--- src/design/zot_pkg.sv ---
// ----------------------------------------------------------------------------
// zot_pkg
// Shared codes, control/status bundles and the free-space classifier.
// ----------------------------------------------------------------------------
package zot_pkg;

	localparam int TDATA_IN_W  = 32;
	localparam int TDATA_OUT_W = 24;
	localparam int CFG_W       = 13;
	localparam int OCC_W       = 11;
	localparam int CAP_W       = 10;
	localparam int MAP_W       = 5;
	localparam int CLS_W       = 16;

	localparam logic [OCC_W-1:0] OCC_MAX = '1;

	// item modes (s_tuser)
	localparam logic [1:0] MODE_EVENT = 2'd0;
	localparam logic [1:0] MODE_MAP   = 2'd1;
	localparam logic [1:0] MODE_CAP   = 2'd2;
	localparam logic [1:0] MODE_OCC   = 2'd3;

	// report kinds (m_tuser)
	localparam logic [1:0] KIND_ECHO  = 2'd0;
	localparam logic [1:0] KIND_ZONE  = 2'd1;
	localparam logic [1:0] KIND_LEVEL = 2'd2;

	// status codes
	localparam logic [1:0] ST_AVAIL = 2'd0;
	localparam logic [1:0] ST_FULL  = 2'd1;
	localparam logic [1:0] ST_EMPTY = 2'd2;

	// config register indexes
	localparam logic CFG_LEVEL_CAP  = 1'b0;
	localparam logic CFG_ZONE_COUNT = 1'b1;

	typedef struct packed {
		logic       capture;   // item accepted this cycle
		logic       ctr_clr;   // zero zone/slot counters and level sum
		logic       slot_adv;  // step the map scan by one slot
		logic       zone_adv;  // step the sum by one zone
		logic       exit_sel;  // scan the exit map
		logic       occ_upd;   // apply +/-1 to the current zone
		logic       emit;      // load the output register
		logic [1:0] kind;
	} cmd_t;

	typedef struct packed {
		logic ev_ok;     // incoming item is a usable detector event
		logic match;     // current map slot holds the event's detector
		logic scan_end;  // last slot of last zone in use
		logic zone_end;  // last zone in use
		logic nz_zero;   // no zones in use
		logic out_free;  // output register can take a beat
	} sts_t;

	typedef struct packed {
		logic [1:0]  st;
		logic [12:0] fc;
	} cls_t;

	function automatic cls_t classify(logic [CLS_W-1:0] cap, logic [CLS_W-1:0] occ);
		cls_t r;
		r.fc = '0;
		if (occ >= cap) begin
			r.st = ST_FULL;
		end else if (occ == '0) begin
			r.st = ST_EMPTY;
		end else begin
			r.st = ST_AVAIL;
			r.fc = 13'(cap - occ);
		end
		return r;
	endfunction

endpackage

--- src/design/zot_ctrl.sv ---
// ----------------------------------------------------------------------------
// zot_ctrl
// Sequencer: echo, entry scan, exit scan, occupancy sum, level report.
// ----------------------------------------------------------------------------
module zot_ctrl (
	input  logic          clk,
	input  logic          arst_n,
	input  logic          s_tvalid,
	output logic          s_tready,
	input  zot_pkg::sts_t sts,
	output zot_pkg::cmd_t cmd
);
	import zot_pkg::*;

	typedef enum logic [2:0] {
		IDLE,
		ECHO,
		ENTRY,
		EXIT,
		SUM,
		LEVEL
	} state_t;

	state_t state_q;
	state_t state_nx;

	assign s_tready = (state_q == IDLE);

	always_comb begin
		cmd      = '0;
		state_nx = state_q;
		unique case (state_q)
			IDLE: begin
				if (s_tvalid) begin
					cmd.capture = 1'b1;
					if (sts.ev_ok) state_nx = ECHO;
				end
			end
			ECHO: begin
				if (sts.out_free) begin
					cmd.emit    = 1'b1;
					cmd.kind    = KIND_ECHO;
					cmd.ctr_clr = 1'b1;
					state_nx    = sts.nz_zero ? LEVEL : ENTRY;
				end
			end
			ENTRY, EXIT: begin
				cmd.exit_sel = (state_q == EXIT);
				// a matching slot waits for room in the output register
				if (!sts.match || sts.out_free) begin
					cmd.slot_adv = 1'b1;
					if (sts.match) begin
						cmd.occ_upd = 1'b1;
						cmd.emit    = 1'b1;
						cmd.kind    = KIND_ZONE;
					end
					if (sts.scan_end) begin
						cmd.ctr_clr = 1'b1;
						state_nx    = (state_q == ENTRY) ? EXIT : SUM;
					end
				end
			end
			SUM: begin
				cmd.zone_adv = 1'b1;
				if (sts.zone_end) state_nx = LEVEL;
			end
			LEVEL: begin
				if (sts.out_free) begin
					cmd.emit = 1'b1;
					cmd.kind = KIND_LEVEL;
					state_nx = IDLE;
				end
			end
			default: state_nx = IDLE;
		endcase
	end

	always_ff @(posedge clk or negedge arst_n) begin
		if (!arst_n) begin
			state_q <= IDLE;
		end else begin
			state_q <= state_nx;
		end
	end

endmodule

--- config.mk ---
export PLATFORM = sky130hd
export DESIGN_NAME = zot_ctrl
export DESIGN_NICKNAME = d
export VERILOG_FILES = /design/src/design/zot_pkg.sv /design/src/design/zot_ctrl.sv
export SDC_FILE = /design/constraint.sdc
export NUM_CORES = 1
export LEC_CHECK = 0
export BUFFER_PORTS_ARGS = -buffer_cell sky130_fd_sc_hd__clkbuf_2
export CAP_MARGIN = 20
export CORE_AREA = 4 4 41 43
export CTS_CLUSTER_SIZE = 28
export DETAILED_ROUTE_END_ITERATION = 10
export DIE_AREA = 0 0 45 47
export GPL_TIMING_DRIVEN = 1
export HOLD_SLACK_MARGIN = 0.02
export PLACE_DENSITY = 0.53
export SLEW_MARGIN = 20
export SYNTH_ARGS = -nofsm -noshare
export SYNTH_HDL_FRONTEND = slang
export SYNTH_SLANG_ARGS = --single-unit
--- constraint.sdc ---
create_clock -name clk -period 3.55 [get_ports clk]
set_input_delay 0.8875 -clock clk [delete_from_list [all_inputs] [get_ports clk]]
set_output_delay 0.8875 -clock clk [all_outputs]
set_load 0.1 [all_outputs]
; Yosys cells after proc, flatten, opt, wreduce, memory -nomap -nowiden
; Cells that the tools add are included.
[op_classes]
eq_ne = 12
mux = 24
reduce_logical = 5
[op_table]
columns = operator, n
row1 = two-way mux 3 bit, 11
row2 = case mux 3 bit (5 select lines), 1
row3 = "!= test 2 bit, second input constant", 6
row4 = case mux 3 bit (3 select lines), 1
row5 = two-way mux 4 bit, 2
row6 = AND reduction 7 bit, 1
row7 = "equality test 3 x 2 -> 1 bit, second input constant", 2
row8 = "equality test 3 bit, second input constant", 2
row9 = two-way mux 1 bit, 6
row10 = two-way mux 2 bit, 2
row11 = "equality test 3 x 1 -> 1 bit, second input constant", 1
row12 = logical NOT 3 bit, 1
row13 = "!= test 2 x 1 -> 1 bit, second input constant", 1
row14 = case mux 1 bit (2 select lines), 1
row15 = OR reduction 2 bit, 1
row16 = logical NOT 1 bit, 1
row17 = logical OR 1 bit, 1
[word_totals]
out_inout_bits = 10
wordCells = 42
register_bits = 3
in_bits = 9

; Longest topological paths before layout
[depth]
depth_word = 5
depth_mapped = 4
ltp_nobuf = 3

; Worst setup path after synthesis
; Ideal clock, no wire load.
[synth_timing]
path_type = reg2out
start = reg state_q[2]
end = out cmd[8] (netlist name)
arrival_ns = 3.598
stages_incl_launch_ff = 4
slack_ns = -0.935
path_cell_list = dfrtp_1 clkbuf_1 nor3_1 and2_1
[synth_lines]
columns = item, line
row1 = "start, declared", zot_ctrl.sv:24  ; state_t state_q;
row2 = "start signal, assigned", zot_ctrl.sv:82  ; state_q <= state_nx;
row3 = "end, declared", zot_ctrl.sv:11  ; output zot_pkg::cmd_t cmd

==> impl_metrics.yaml <==
outcome:
  status: "completed"
flow_run:
  drv_cap: 0
critical_path:
  crit_required_ps: 2660
  path_max_fanout: 7
  setup.worst_path.class: "in -> out"
  reg2reg_depth: 3
  r2r-start: "state_q[2]$_DFFE_PN0P_"
  regToRegSetupSlack_ps: 2170
  arrival_ps: 2090
  cp-start-kind: "primary input"
  r2r_end: "state_q[0]$_DFFE_PN0P_"
  crit_path_end_kind: "primary output"
clocking:
  cts_tree: "done"
  ctsHtreeMaxLevel: 1
  cts_hold_buf: 0
  cts-root-buf: "clkbuf_4"
  cts.sinks: 3
  clock_path_buffers: 2
  clock_latency_ps: 230
  cts.clk_slew.worst_paths_ps: 40
  cts_setup_buffers: 0
  cts_buffers: 3
  ctsResizeCount: 0
routing:
  drtPass1Iterations: 3
  routed_wirelength_um: 825
  ant_nets: 0
  drc: 0
  dr_total_vias: 344
  post_drt_wl_per_cell_um: 11.1
  drt_iter0_drc: 7
  via_per_inst: 4.65
layout:
  regMostFlops: "state_q"
  drive_gt1_share_pct: 45.8
  layout_common_cells: "clkbuf_2, nor2b_1, clkbuf_4, dfrtp_1"
  nets: 69
  area_growth_pct: 48.5
  reg.largest.list: "state_q x3"
  n_antenna_cell: 0
  utilization_pct: 34.1
  final_common_cell: "clkbuf_2"
  design_area_um2: 444
  stdcell_count: 74
  largest_reg_flops: 3
synthesis:
  yosysSeqAreaShare_pct: 25.1
  syn_area_um2: 299
  postSynthAreaPerCell_um2: 7.67
  syn_inst: 39
  synth-seq-cells: 3
  yosysTopAreaCell: "dfrtp_1"
  syn_nets: 48
  synthTopCellsByArea: "dfrtp_1, nor2b_1, nor3_1"
  synth_cell_types: 26
  yosysWarnings: 0
  synth_top_area_share_pct: 25.1
timing:
  fmax_mhz: 336
  whs_ps: 445
  setup_viol: 0
  fin_crit_sh_pct: 83.9
  worst_pin_slew_ps: 543
  hold_viol_final: 0
  skew_ps: 0.127
  period_needed_ps: 2980
  rsz0062_at_grt: "false"
  slew_violations: 0
  slew_headroom_pct: 63.9
place:
  place_area_um2: 418
  dp_hpwl_um: 654
  portBuffers: 18
  place.gp.congestion: 0.739
  placed_cells: 70
global_routing:
  antenna_found_initial: 0
  track_usage_pct: 9.80
  overflow: 0
  grt_max_degree: 15
  grt_pass1_wl_um: 1460
  grt_pass1_vias: 327
floorplanning:
  die_width_um: 45
  initial_core_util_pct: 23.0
  rows: 13
  die-area_um2: 2120
  coreArea_um2: 1300
  dieHeight_um: 47
  ios: 19
min_path:
  hold_path.class: "in -> async"
[critical path, stage by stage]
cell and delay (ps):
clkbuf_2 140, nand2_1 150, or2_2 320, a21oi_2 130
clkbuf_2 460
[per-layer routing]
layer  GRT usage (%)  vias to the layer above  part of all wire (%)
met4            5.26                        0                     0
met3            4.98                        0                    10
li1                -                      185                     -
met5               0                        -                     0
met2            13.3                       14                    41
met1            12.5                      145                    49
[cell type report]
type,instances,area (µm²)
Tap cell,15,18.8
Inverter,2,7.51
Multi-Input combinational cell,32,226
Clock buffer,4,26.3
Timing Repair Buffer,18,90.1
Fill cell,161,857
Sequential cell,3,75.1
[logic make-up (layout without fill, tap and decap cells)]
family | Yosys count | in the layout | synth area share, %
DFF | 3 | 3 | 25.1
buffers and inverters | 4 | 24 | 5.44
AOI/OAI and AO/OA | 10 | 10 | 25.1
and+or+nand+nor | 22 | 22 | 44.3
[metrics by stage]
step | TNS [ps] | worst slack, ps
6_report | 0 | 571
4_1_cts | 0 | 570
3_5_place_dp | 0 | 574
3_3_place_gp | 0 | 611
5_1_grt | 0 | 474
2_1_floorplan | -16.6 | -16.6
[Yosys cell counts]
cell type,count
or2_2,1
nor3b_1,2
nor3_1,3
inv_1,2
or4_1,1
nand3b_1,1
o21ba_2,1
a2111oi_0,1
a21oi_1,2
nand2_1,2
nor2_1,1
dfrtp_1,3
and3_1,2
and2_1,2
a31oi_1,1
a21boi_0,1
nor2b_1,4
and3b_1,1
clkbuf_1,1
o21bai_1,1
buf_2,1
a2bb2oi_1,1
o41ai_1,1
o211ai_1,1
nand2b_1,1
nand3_1,1
[worst max-delay path by stage]
stage	startpoint	cells past startpoint	endpoint
2_1_floorplan	state_q[2]$_DFFE_PN0P_	3	cmd[8]
3_3_place_gp	sts[0]	5	cmd[7]
3_5_place_dp	sts[0]	5	cmd[7]
4_1_cts	sts[0]	5	cmd[7]
5_1_grt	sts[0]	5	cmd[7]
6_report	sts[0]	5	cmd[7]
Power is left out: the tool's default activity adds up to more than one toggle a clock period on the data nets, which glitch-free logic cannot reach.
