### src/design/zot_pkg.sv
// ----------------------------------------------------------------------------
// zot_pkg
// Shared codes, control/status bundles and the free-space classifier.
// ----------------------------------------------------------------------------
package zot_pkg;

	localparam int TDATA_IN_W  = 32;
	localparam int TDATA_OUT_W = 24;
	localparam int CFG_W       = 13;
	localparam int OCC_W       = 11;
	localparam int CAP_W       = 10;
	localparam int MAP_W       = 5;
	localparam int CLS_W       = 16;

	localparam logic [OCC_W-1:0] OCC_MAX = '1;

	// item modes (s_tuser)
	localparam logic [1:0] MODE_EVENT = 2'd0;
	localparam logic [1:0] MODE_MAP   = 2'd1;
	localparam logic [1:0] MODE_CAP   = 2'd2;
	localparam logic [1:0] MODE_OCC   = 2'd3;

	// report kinds (m_tuser)
	localparam logic [1:0] KIND_ECHO  = 2'd0;
	localparam logic [1:0] KIND_ZONE  = 2'd1;
	localparam logic [1:0] KIND_LEVEL = 2'd2;

	// status codes
	localparam logic [1:0] ST_AVAIL = 2'd0;
	localparam logic [1:0] ST_FULL  = 2'd1;
	localparam logic [1:0] ST_EMPTY = 2'd2;

	// config register indexes
	localparam logic CFG_LEVEL_CAP  = 1'b0;
	localparam logic CFG_ZONE_COUNT = 1'b1;

	typedef struct packed {
		logic       capture;   // item accepted this cycle
		logic       ctr_clr;   // zero zone/slot counters and level sum
		logic       slot_adv;  // step the map scan by one slot
		logic       zone_adv;  // step the sum by one zone
		logic       exit_sel;  // scan the exit map
		logic       occ_upd;   // apply +/-1 to the current zone
		logic       emit;      // load the output register
		logic [1:0] kind;
	} cmd_t;

	typedef struct packed {
		logic ev_ok;     // incoming item is a usable detector event
		logic match;     // current map slot holds the event's detector
		logic scan_end;  // last slot of last zone in use
		logic zone_end;  // last zone in use
		logic nz_zero;   // no zones in use
		logic out_free;  // output register can take a beat
	} sts_t;

	typedef struct packed {
		logic [1:0]  st;
		logic [12:0] fc;
	} cls_t;

	function automatic cls_t classify(logic [CLS_W-1:0] cap, logic [CLS_W-1:0] occ);
		cls_t r;
		r.fc = '0;
		if (occ >= cap) begin
			r.st = ST_FULL;
		end else if (occ == '0) begin
			r.st = ST_EMPTY;
		end else begin
			r.st = ST_AVAIL;
			r.fc = 13'(cap - occ);
		end
		return r;
	endfunction

endpackage

### src/design/zot_dp.sv
// ----------------------------------------------------------------------------
// zot_dp
// Zone stores, detector maps, scan counters, level sum and output register.
// ----------------------------------------------------------------------------
module zot_dp #(
	parameter int MAX_ZONES      = 8,
	parameter int SLOTS_PER_ZONE = 2,
	parameter int MAX_DETECTORS  = 16
) (
	input  logic                             clk,
	input  logic                             arst_n,
	input  logic [zot_pkg::TDATA_IN_W-1:0]   s_tdata,
	input  logic [1:0]                       s_tuser,
	output logic                             m_tvalid,
	input  logic                             m_tready,
	output logic [zot_pkg::TDATA_OUT_W-1:0]  m_tdata,
	output logic [1:0]                       m_tuser,
	output logic                             m_tlast,
	input  logic                             cfg_we,
	input  logic                             cfg_addr,
	input  logic [zot_pkg::CFG_W-1:0]        cfg_wdata,
	input  zot_pkg::cmd_t                    cmd,
	output zot_pkg::sts_t                    sts
);
	import zot_pkg::*;

	localparam int ZW    = (MAX_ZONES > 1) ? $clog2(MAX_ZONES) : 1;
	localparam int SW    = (SLOTS_PER_ZONE > 1) ? $clog2(SLOTS_PER_ZONE) : 1;
	localparam int NMAP  = MAX_ZONES * SLOTS_PER_ZONE;
	localparam int MW    = (NMAP > 1) ? $clog2(NMAP) : 1;
	localparam int NZW   = $clog2(MAX_ZONES + 1);
	localparam int SUMW  = $clog2(MAX_ZONES * 2047 + 1);
	localparam logic [6:0]    CODE_MAX = 7'(2 * MAX_DETECTORS);
	localparam logic [NZW:0]  NZ_MAX   = (NZW + 1)'(MAX_ZONES);
	localparam logic [SW-1:0] SLOT_TOP = SW'(SLOTS_PER_ZONE - 1);

	// input fields
	logic [5:0]       f_code;
	logic [2:0]       f_zone;
	logic             f_slot;
	logic             f_kind;
	logic [4:0]       f_did;
	logic [9:0]       f_val;
	assign f_code = s_tdata[5:0];
	assign f_zone = s_tdata[8:6];
	assign f_slot = s_tdata[9];
	assign f_kind = s_tdata[10];
	assign f_did  = s_tdata[15:11];
	assign f_val  = s_tdata[25:16];

	logic             zone_ok;
	logic             slot_ok;
	logic [ZW-1:0]    ld_zone;
	logic [MW-1:0]    ld_idx;
	assign zone_ok = (int'(f_zone) < MAX_ZONES);
	assign slot_ok = (int'(f_slot) < SLOTS_PER_ZONE);
	assign ld_zone = ZW'(int'(f_zone));
	assign ld_idx  = MW'(int'(f_zone) * SLOTS_PER_ZONE + int'(f_slot));

	// configuration
	logic [12:0] level_cap_q;
	logic [3:0]  zone_cnt_q;

	always_ff @(posedge clk or negedge arst_n) begin
		if (!arst_n) begin
			level_cap_q <= '0;
			zone_cnt_q  <= 4'd1;
		end else if (cfg_we) begin
			if (cfg_addr == CFG_LEVEL_CAP) level_cap_q <= cfg_wdata;
			else                           zone_cnt_q  <= cfg_wdata[3:0];
		end
	end

	logic [NZW:0] nz;
	assign nz = (int'(zone_cnt_q) > MAX_ZONES) ? NZ_MAX : (NZW + 1)'(zone_cnt_q);

	// event decode
	logic       fwd_q;
	logic [5:0] det_q;
	logic [6:0] code_p1;
	assign code_p1   = {1'b0, f_code} + 7'd1;
	assign sts.ev_ok = (s_tuser == MODE_EVENT) && (f_code != '0)
		&& ({1'b0, f_code} <= CODE_MAX);

	always_ff @(posedge clk) begin
		if (cmd.capture) begin
			fwd_q <= f_code[0];
			det_q <= f_code[0] ? code_p1[6:1] : {1'b0, f_code[5:1]};
		end
	end

	// scan counters and level sum
	logic [ZW-1:0]   zc_q;
	logic [SW-1:0]   sc_q;
	logic [SUMW-1:0] sum_q;
	logic [MW-1:0]   scan_idx;
	assign scan_idx = MW'(int'(zc_q) * SLOTS_PER_ZONE + int'(sc_q));

	// stores
	logic [OCC_W-1:0] occ_q   [MAX_ZONES];
	logic [CAP_W-1:0] cap_q   [MAX_ZONES];
	logic [MAP_W-1:0] entry_q [NMAP];
	logic [MAP_W-1:0] exit_q  [NMAP];

	logic [MAP_W-1:0] map_val;
	logic [OCC_W-1:0] occ_cur;
	logic [OCC_W-1:0] occ_new;
	logic             add;
	assign map_val = cmd.exit_sel ? exit_q[scan_idx] : entry_q[scan_idx];
	assign occ_cur = occ_q[zc_q];
	assign add     = fwd_q ^ cmd.exit_sel;

	always_comb begin
		if (add) occ_new = (occ_cur == OCC_MAX) ? occ_cur : occ_cur + 1'b1;
		else     occ_new = (occ_cur == '0) ? occ_cur : occ_cur - 1'b1;
	end

	assign sts.match    = ({1'b0, map_val} == det_q);
	assign sts.zone_end = (int'(zc_q) == int'(nz) - 1);
	assign sts.scan_end = sts.zone_end && (sc_q == SLOT_TOP);
	assign sts.nz_zero  = (nz == '0);

	always_ff @(posedge clk or negedge arst_n) begin
		if (!arst_n) begin
			zc_q  <= '0;
			sc_q  <= '0;
			sum_q <= '0;
		end else if (cmd.ctr_clr) begin
			zc_q  <= '0;
			sc_q  <= '0;
			sum_q <= '0;
		end else if (cmd.slot_adv) begin
			if (sc_q == SLOT_TOP) begin
				sc_q <= '0;
				zc_q <= zc_q + 1'b1;
			end else begin
				sc_q <= sc_q + 1'b1;
			end
		end else if (cmd.zone_adv) begin
			zc_q  <= zc_q + 1'b1;
			sum_q <= sum_q + SUMW'(occ_cur);
		end
	end

	always_ff @(posedge clk or negedge arst_n) begin
		if (!arst_n) begin
			for (int i = 0; i < MAX_ZONES; i++) begin
				occ_q[i] <= '0;
				cap_q[i] <= '0;
			end
			for (int i = 0; i < NMAP; i++) begin
				entry_q[i] <= '0;
				exit_q[i]  <= '0;
			end
		end else begin
			if (cmd.capture && zone_ok) begin
				if (s_tuser == MODE_MAP && slot_ok) begin
					if (f_kind) exit_q[ld_idx]  <= f_did;
					else        entry_q[ld_idx] <= f_did;
				end
				if (s_tuser == MODE_CAP) cap_q[ld_zone] <= f_val;
				if (s_tuser == MODE_OCC) occ_q[ld_zone] <= OCC_W'(f_val);
			end
			if (cmd.occ_upd) occ_q[zc_q] <= occ_new;
		end
	end

	// output register
	cls_t zone_cls;
	cls_t level_cls;
	assign zone_cls  = classify(CLS_W'(cap_q[zc_q]), CLS_W'(occ_new));
	assign level_cls = classify(CLS_W'(level_cap_q), CLS_W'(sum_q));

	logic             out_v_q;
	logic [1:0]       o_kind_q;
	logic             o_dir_q;
	logic [4:0]       o_det_q;
	logic [2:0]       o_zone_q;
	logic [1:0]       o_st_q;
	logic [12:0]      o_fc_q;

	logic             o_dir_d;
	logic [4:0]       o_det_d;
	logic [2:0]       o_zone_d;
	logic [1:0]       o_st_d;
	logic [12:0]      o_fc_d;

	assign sts.out_free = !out_v_q || m_tready;

	always_ff @(posedge clk or negedge arst_n) begin
		if (!arst_n) begin
			out_v_q <= 1'b0;
		end else if (cmd.emit) begin
			out_v_q <= 1'b1;
		end else if (m_tready) begin
			out_v_q <= 1'b0;
		end
	end

	always_comb begin
		o_dir_d  = 1'b0;
		o_det_d  = '0;
		o_zone_d = '0;
		o_st_d   = ST_AVAIL;
		o_fc_d   = '0;
		unique case (cmd.kind)
			KIND_ECHO: begin
				o_dir_d = !fwd_q;
				o_det_d = det_q[4:0];
			end
			KIND_ZONE: begin
				o_zone_d = 3'(zc_q);
				o_st_d   = zone_cls.st;
				o_fc_d   = zone_cls.fc;
			end
			KIND_LEVEL: begin
				o_st_d = level_cls.st;
				o_fc_d = level_cls.fc;
			end
			default: ;
		endcase
	end

	always_ff @(posedge clk) begin
		if (cmd.emit) begin
			o_kind_q <= cmd.kind;
			o_dir_q  <= o_dir_d;
			o_det_q  <= o_det_d;
			o_zone_q <= o_zone_d;
			o_st_q   <= o_st_d;
			o_fc_q   <= o_fc_d;
		end
	end

	assign m_tvalid = out_v_q;
	assign m_tuser  = o_kind_q;
	assign m_tlast  = (o_kind_q == KIND_LEVEL);
	assign m_tdata  = {o_fc_q, o_st_q, o_zone_q, o_det_q, o_dir_q};

endmodule

### config.mk
export PLATFORM = sky130hd
export DESIGN_NAME = zot_dp
export DESIGN_NICKNAME = d
export VERILOG_FILES = /design/src/design/zot_pkg.sv /design/src/design/zot_dp.sv
export SDC_FILE = /design/constraint.sdc
export NUM_CORES = 1
export LEC_CHECK = 0
export BUFFER_PORTS_ARGS = -buffer_cell sky130_fd_sc_hd__buf_4
export CORE_ASPECT_RATIO = 0.75
export CORE_MARGIN = 2
export CORE_UTILIZATION = 35
export DETAILED_ROUTE_END_ITERATION = 12
export GPL_TIMING_DRIVEN = 0
export PLACE_DENSITY = 0.64
export REMOVE_ABC_BUFFERS = 1
export SETUP_SLACK_MARGIN = 0.5
export SLEW_MARGIN = 40
export SYNTH_ARGS = -nofsm -noshare
export SYNTH_HDL_FRONTEND = slang
export SYNTH_SLANG_ARGS = --single-unit
### constraint.sdc
create_clock -name clk -period 5.5 [get_ports clk]
set_input_delay 0.55 -clock clk [delete_from_list [all_inputs] [get_ports clk]]
set_output_delay 0.55 -clock clk [all_outputs]
set_load 0.1 [all_outputs]
Yosys cells after proc, flatten, opt, wreduce, memory -nomap -nowiden
Cells that the tools add are included.
{"block": "classes", "reduce_logical": 27, "n_eq_ne": 11, "order_cmp": 11, "n_mul": 0, "shifts": 0, "n_bitwise": 7, "add_sub_neg": 11, "muxes": 56, "div_mod_pow": 0}
{"operator": "2-to-1 mux 88 bit", "count": 3}
{"operator": "bitwise mux 80 bit", "count": 3}
{"operator": "bitwise mux 88 bit", "count": 2}
{"operator": "2-to-1 mux 11 bit", "count": 7}
{"operator": "demux 11 bit (select 3 bit)", "count": 2}
{"operator": "2-to-1 mux 13 bit", "count": 4}
{"operator": "2-to-1 mux 14 bit", "count": 3}
{"operator": "binary-select mux 5 bit (select 4 bit)", "count": 2}
{"operator": "2-to-1 mux 5 bit", "count": 7}
{"operator": "binary-select mux 11 bit (select 3 bit)", "count": 1}
{"operator": "binary-select mux 10 bit (select 3 bit)", "count": 1}
{"operator": "demux 10 bit (select 3 bit)", "count": 1}
{"operator": "2-to-1 mux 10 bit", "count": 3}
{"operator": "case mux 13 bit (2 select lines)", "count": 1}
{"operator": "zero test 11 bit", "count": 2}
{"operator": "demux 5 bit (select 4 bit)", "count": 1}
{"operator": "adder 14 x 11 -> 14 bit", "count": 1}
{"operator": ">= comparator 14 x 13 -> 1 bit", "count": 1}
{"operator": "zero test 14 bit", "count": 1}
{"operator": "subtractor 13 bit", "count": 1}
{"operator": "2-to-1 mux 3 bit", "count": 4}
{"operator": "subtractor 10 x 11 -> 12 bit", "count": 1}
{"operator": "adder 11 x 1 -> 11 bit, second input constant", "count": 1}
{"operator": "equality test 11 bit, second input constant", "count": 1}
{"operator": "37 further kinds", "count": 69}
{"block": "word_totals", "reg_bits": 397, "out_inout_bits": 34, "mem_bits_rw": 0, "romBits": 0, "memories": 0, "input_bits": 61, "latchBits": 0, "word_cells": 186}

Logic depth before layout (Yosys ltp)
{"block": "depth", "ltp_word": 11, "mapped_depth": 27, "depth_no_buf": 22}

Worst setup path before layout
OpenSTA, ideal clock, no wires.
{"block": "synth_timing", "kind": "reg-to-output", "from": "register sc_q", "to": "output port sts[4] (netlist name)", "n_path_buf": 4, "setup_slack_ns": 0.074, "arrival_time_ns": 4.876, "required_time_ns": 4.950, "stages_incl_launch_ff": 12, "path_cell_list": "dfrtp_1 -> clkbuf_1 -> buf_2 -> clkbuf_1 -> buf_1 -> mux2i_1 -> o221ai_1 -> a21oi_1 -> a21oi_1 -> xnor2_1 -> nand4_1 -> nor3_1"}
{"element": "from (decl)", "line": "zot_dp.sv:94", "text": "logic [SW-1:0] sc_q;"}
{"element": "from (signal assigned)", "line": "zot_dp.sv:137", "text": "sc_q <= sc_q + 1'b1;"}
{"element": "to (decl)", "line": "zot_dp.sv:23", "text": "output zot_pkg::sts_t sts"}

Worst setup path after layout
{"block": "layout_timing", "from": "register zc_q[0]", "to": "register o_fc_q[7], data pin"}
{"block": "layout_via", "elab_chain_len": 11, "word_cells_on_any_way": 20, "classes_between": "add/sub (3); order compare (1); eq/ne (1); mux (12); bitwise (1); reduce/logical (2)"}
{"element": "from (decl)", "line": "zot_dp.sv:93", "text": "logic [ZW-1:0] zc_q;"}
{"element": "from (signal assigned)", "line": "zot_dp.sv:135", "text": "zc_q <= zc_q + 1'b1;"}
{"element": "from (signal assigned)", "line": "zot_dp.sv:140", "text": "zc_q <= zc_q + 1'b1;"}
{"element": "NOT 3 -> 4 bit (not written as such) *", "line": "zot_dp.sv:110, zot_dp.sv:171"}
{"element": "binary-select mux 11 bit (select 3 bit)", "line": "zot_dp.sv:110", "text": "assign occ_cur = occ_q[zc_q];"}
{"element": "2-to-1 mux 11 bit (not written as such) (2 in a row)", "line": "zot_dp.sv:110"}
{"element": "subtractor 11 x 1 -> 11 bit (tied with other cells)", "line": "zot_dp.sv:115", "text": "else occ_new = (occ_cur == '0) ? occ_cur : occ_cur - 1'b1;"}
{"element": "2-to-1 mux 11 bit, on equally long branches", "line": "zot_dp.sv:115, zot_dp.sv:114"}
{"element": "2-to-1 mux 11 bit", "line": "zot_dp.sv:114", "text": "if (add) occ_new = (occ_cur == OCC_MAX) ? occ_cur : occ_cur + 1'b1;"}
{"element": "subtractor 10 x 11 -> 12 bit or zero test 11 bit (tied branches)", "line": "zot_pkg.sv:71, zot_pkg.sv:67"}
{"element": "2-to-1 mux 13 bit", "line": "zot_pkg.sv:67", "text": "end else if (occ == '0) begin"}
{"element": "2-to-1 mux 13 bit *", "line": "zot_pkg.sv:65", "text": "if (occ >= cap) begin"}
{"element": "case mux 13 bit (2 select lines) *", "line": "zot_dp.sv:206", "text": "unique case (cmd.kind)"}
{"element": "to (signal assigned)", "line": "zot_dp.sv:231", "text": "o_fc_q <= o_fc_d;"}
{"element": "to (decl)", "line": "zot_dp.sv:180", "text": "logic [12:0] o_fc_q;"}
Mark *: on every way between the ends. The rest lies on a longest branch, timed or not. The select of a mux whose other input is x is not followed.
A chain may end at the register's enable or synchronous reset.

==> results.txt <==
Power per cell area: 411 nW/µm²
Vias in the first global route: 15600
Synth Area in Compound Gates: 9.50%
Synth Area in Adders: 3.58%
Routed vias: 15300
Final net count: 2066
Initial antenna violation count: 0
Share of cells above drive strength 1: 35.3%
Num CTS Buffers: 40
WL per Instance: 21.4 µm
Fraction of registers with async set/reset: 91.7%
Antenna-violating nets left: 0
DR vias/cell: 5.53
Routed wire length: 59200 µm
RSZ-0062 raised after global routing: true
Slew Limit Fails: 0
Antenna Cells: 0
Final Non-Filler Cells: 2773
Worst hold path class: input pin to flip-flop
Inst Count DP: 2631
CP required: 5.89 ns
Most frequent cells in the layout: 359 x dfrtp_1, 316 x mux2_2, 148 x buf_4
FF-to-FF path depth: 23
Worst skew pair latency: 0.57 ns
Total I/O pin count: 95
Synthesized instance count: 1843
Post-synthesis mux area share: 25.0%
H-tree levels: 2
Total track usage: 18.8%
Die Y: 217 µm
Hold endpoint: m_tuser[0]
Hold depth: 1
Post-Synth XOR/XNOR Area: 1.96%
Sequential share of the synthesized area: 47.5%
Area of the multi-input gates: 11100 µm²
Largest net degree at the start of global routing: 79
Period utilization: 91.7%
Reg clk slew, reported paths: 0.06 ns
Synth Flop Type: dfrtp_1
Final core area utilization: 41.9%
Total die area: 62800 µm²
Placement Rows: 78
Outcome: completed
Core area: 60300 µm²
DRC: 0
Initial Util: 35.3%
Hold path start: cmd[0]
Cell Area, Placed: 22800 µm²
Die Wd: 289 µm
Pre-antenna DRT Iters: 5
Seq cells post-synth: 397
RR Endpoint: o_fc_q[7]
PortBufs: 88
Synth unique cells: 85
Finished Cell Area: 25300 µm²
Reg area: 10100 µm²
Crit Path Class: flip-flop to flip-flop
Dpl hpwl: 39400 µm
Crit path max fanout: 8
Most common cell after layout, fill and taps aside: dfrtp_1
Number of flops mapped to enable cells by yosys: 33
Worst reg2reg path startpoint: zc_q[0]
Relative slew margins: 40.6%
CP arrival: 5.43 ns
Synthesized area per cell: 11.5 µm²
Setup violators final: 0
Layout overhead on the synthesized area: 18.8%
CTS tree: yes
Synth Warn #: 0
Post-Synth Simple-Gate Area: 9.15%
Max Clock Freq: 0.198 GHz
Slew at the pin closest to its max-slew limit: 0.891 ns
First-pass GRT wire length: 91400 µm
Gpl congestion: 0.930
CTS sink count: 397
Mapped Area: 21300 µm²
Total power draw: 10400 µW
# fillers: 5587
Total grt overflow: 0
DR iter-0 viols: 1239
Crit end category: flip-flop
Clock Tree Buf Depth: 3
Final Critical Period: 5.04 ns
Reg2Reg Setup Slack: 0.46 ns
Hold Vio Cnt, Final: 0
Final setup skew: 0.0213 ns
CTS root buf: clkbuf_16
Post-Route Setup TNS: 0 ns
Peak supply drop: 222 µV
Max Cap Viol: 0
Largest family of logic cells by synthesized area: multiplexers
Static Leakage: 0.0111 µW
Startpoint types: flip-flop
-- cell usage after synthesis, drive strengths merged, types with 5 or more instances --
cell    number  area [µm²]
inv         55         206
and2        18         113
xnor2       33         304
a211oi       6        45.0
nand4       11        68.8
clkbuf      74         278
o32ai        6        75.1
nor3b        7        52.6
a222oi       6        60.1
nor2       117         442
mux4        36         811
dfrtp      363        9080
o21bai      10        75.1
and3         7        43.8
a21oi       82         410
ha          56         701
xor2        12         113
mux2       322        3630
o21ai       97         489
nand2      148         556
o221ai       8        70.1
a21o        12        90.1
o22ai       35         219
a22oi        9        72.6
nand2b       9        56.3
nand3b       7        52.6
buf         36         213
or2          6        37.5
nand3       29         150
nor4         5        31.3
edfxtp      33         991
mux2i       88         881
nor3        16        80.1
nor2b       14        90.1
or3          7        43.8
-- kinds of logic after synthesis --
logic type / Yosys count
AO/OA/AOI/OAI: 315
XOR/XNOR: 45
adder cells (fa/ha/maj): 59
buffers and inverters: 166
flip-flops: 397
multiplexers: 446
AND/OR/NAND/NOR: 415
-- worst max-delay path by stage --
stage | depth (start not counted) | slack (ns) | from | endpoint
final | 23 | 0.46 | zc_q[0] | o_fc_q[7]
after global routing | 21 | 0.30 | zc_q[0] | o_fc_q[12]
after CTS | 20 | 0.50 | zc_q[1] | o_fc_q[12]
after detailed placement | 21 | -1.40 | zc_q[0] | o_fc_q[4]
after global placement | 19 | -4.76 | zc_q[0] | o_fc_q[3]
after floorplan | 19 | -1.30 | zc_q[0] | o_fc_q[3]
-- critical path, cell delays in order, from the launching register on --
cell and delay (ns):
dfrtp_4 0.51, buf_16 0.15, buf_16 0.13, mux4_2 0.48, a2111oi_4 0.22, o21a_2 0.26
nand3_4 0.12, buf_6 0.15, buf_12 0.11, o32ai_4 0.36, xnor2_4 0.13, ha_4 0.18
fa_2 0.34, nor2b_1 0.16, o21ai_2 0.09, a21boi_2 0.17, o21ai_2 0.10, a21boi_2 0.19
o21ai_2 0.08, a21oi_2 0.20, o21ai_2 0.09, a41o_4 0.31, buf_4 0.15, o22ai_2 0.18
-- final cells by class --
cell class / instances / area share (%)
inverters: 56 / 0.911
clock buffers: 58 / 4.63
flip-flops and latches: 397 / 40.0
multi-input cells: 1280 / 43.8
well taps: 800 / 3.96
repair buffers: 171 / 6.38
clock inverters: 11 / 0.312
-- where the power goes --
group	switching (µW)	internal (µW)
sequential	289	3460
combinational	2220	1750
clock	1190	1480
-- metal layers --
metal  routed length (µm)  part of all wire [%]  vias to the layer above  GRT usage (%)
li1                     -                     -                     6869              -
met1                26800                    45                     7834           27.1
met2                27100                    46                      532           29.0
met3                 4100                   6.9                       99           3.51
met4                 1250                   2.1                        0           4.78
met5                    0                     0                        -              0
-- stage by stage --
step	setup slack (ns)	hold WS, ns
2_1_floorplan	-1.30	0.254
3_3_place_gp	-4.76	0.481
3_5_place_dp	-1.40	0.488
4_1_cts	0.503	0.183
5_1_grt	0.300	0.189
6_report	0.456	0.192
-- repair_timing --
item | 4_1_cts | 5_1_grt
hold buffers | 1 | 0
endpoints found under the setup margin | 14 | 14
resized for setup | 64 | 33
gates cloned | 4 | 0
endpoints found under the hold margin | 63 | 0
pin swaps | 24 | 18
buffers inserted | 49 | 18
-- state kept, by name, indices dropped and copies added, names as in the netlist --
register,cells
zc_q,3
cap_q,80
level_cap_q,13
fwd_q,1
sum_q,14
exit_q,80
o_fc_q,13
m_tuser,2
sc_q,1
o_zone_q,3
o_st_q,2
entry_q,80
det_q,6
occ_q,88
m_tvalid,1
o_dir_q,1
zone_cnt_q,4
o_det_q,5
Power figures use the tool's default switching activity.
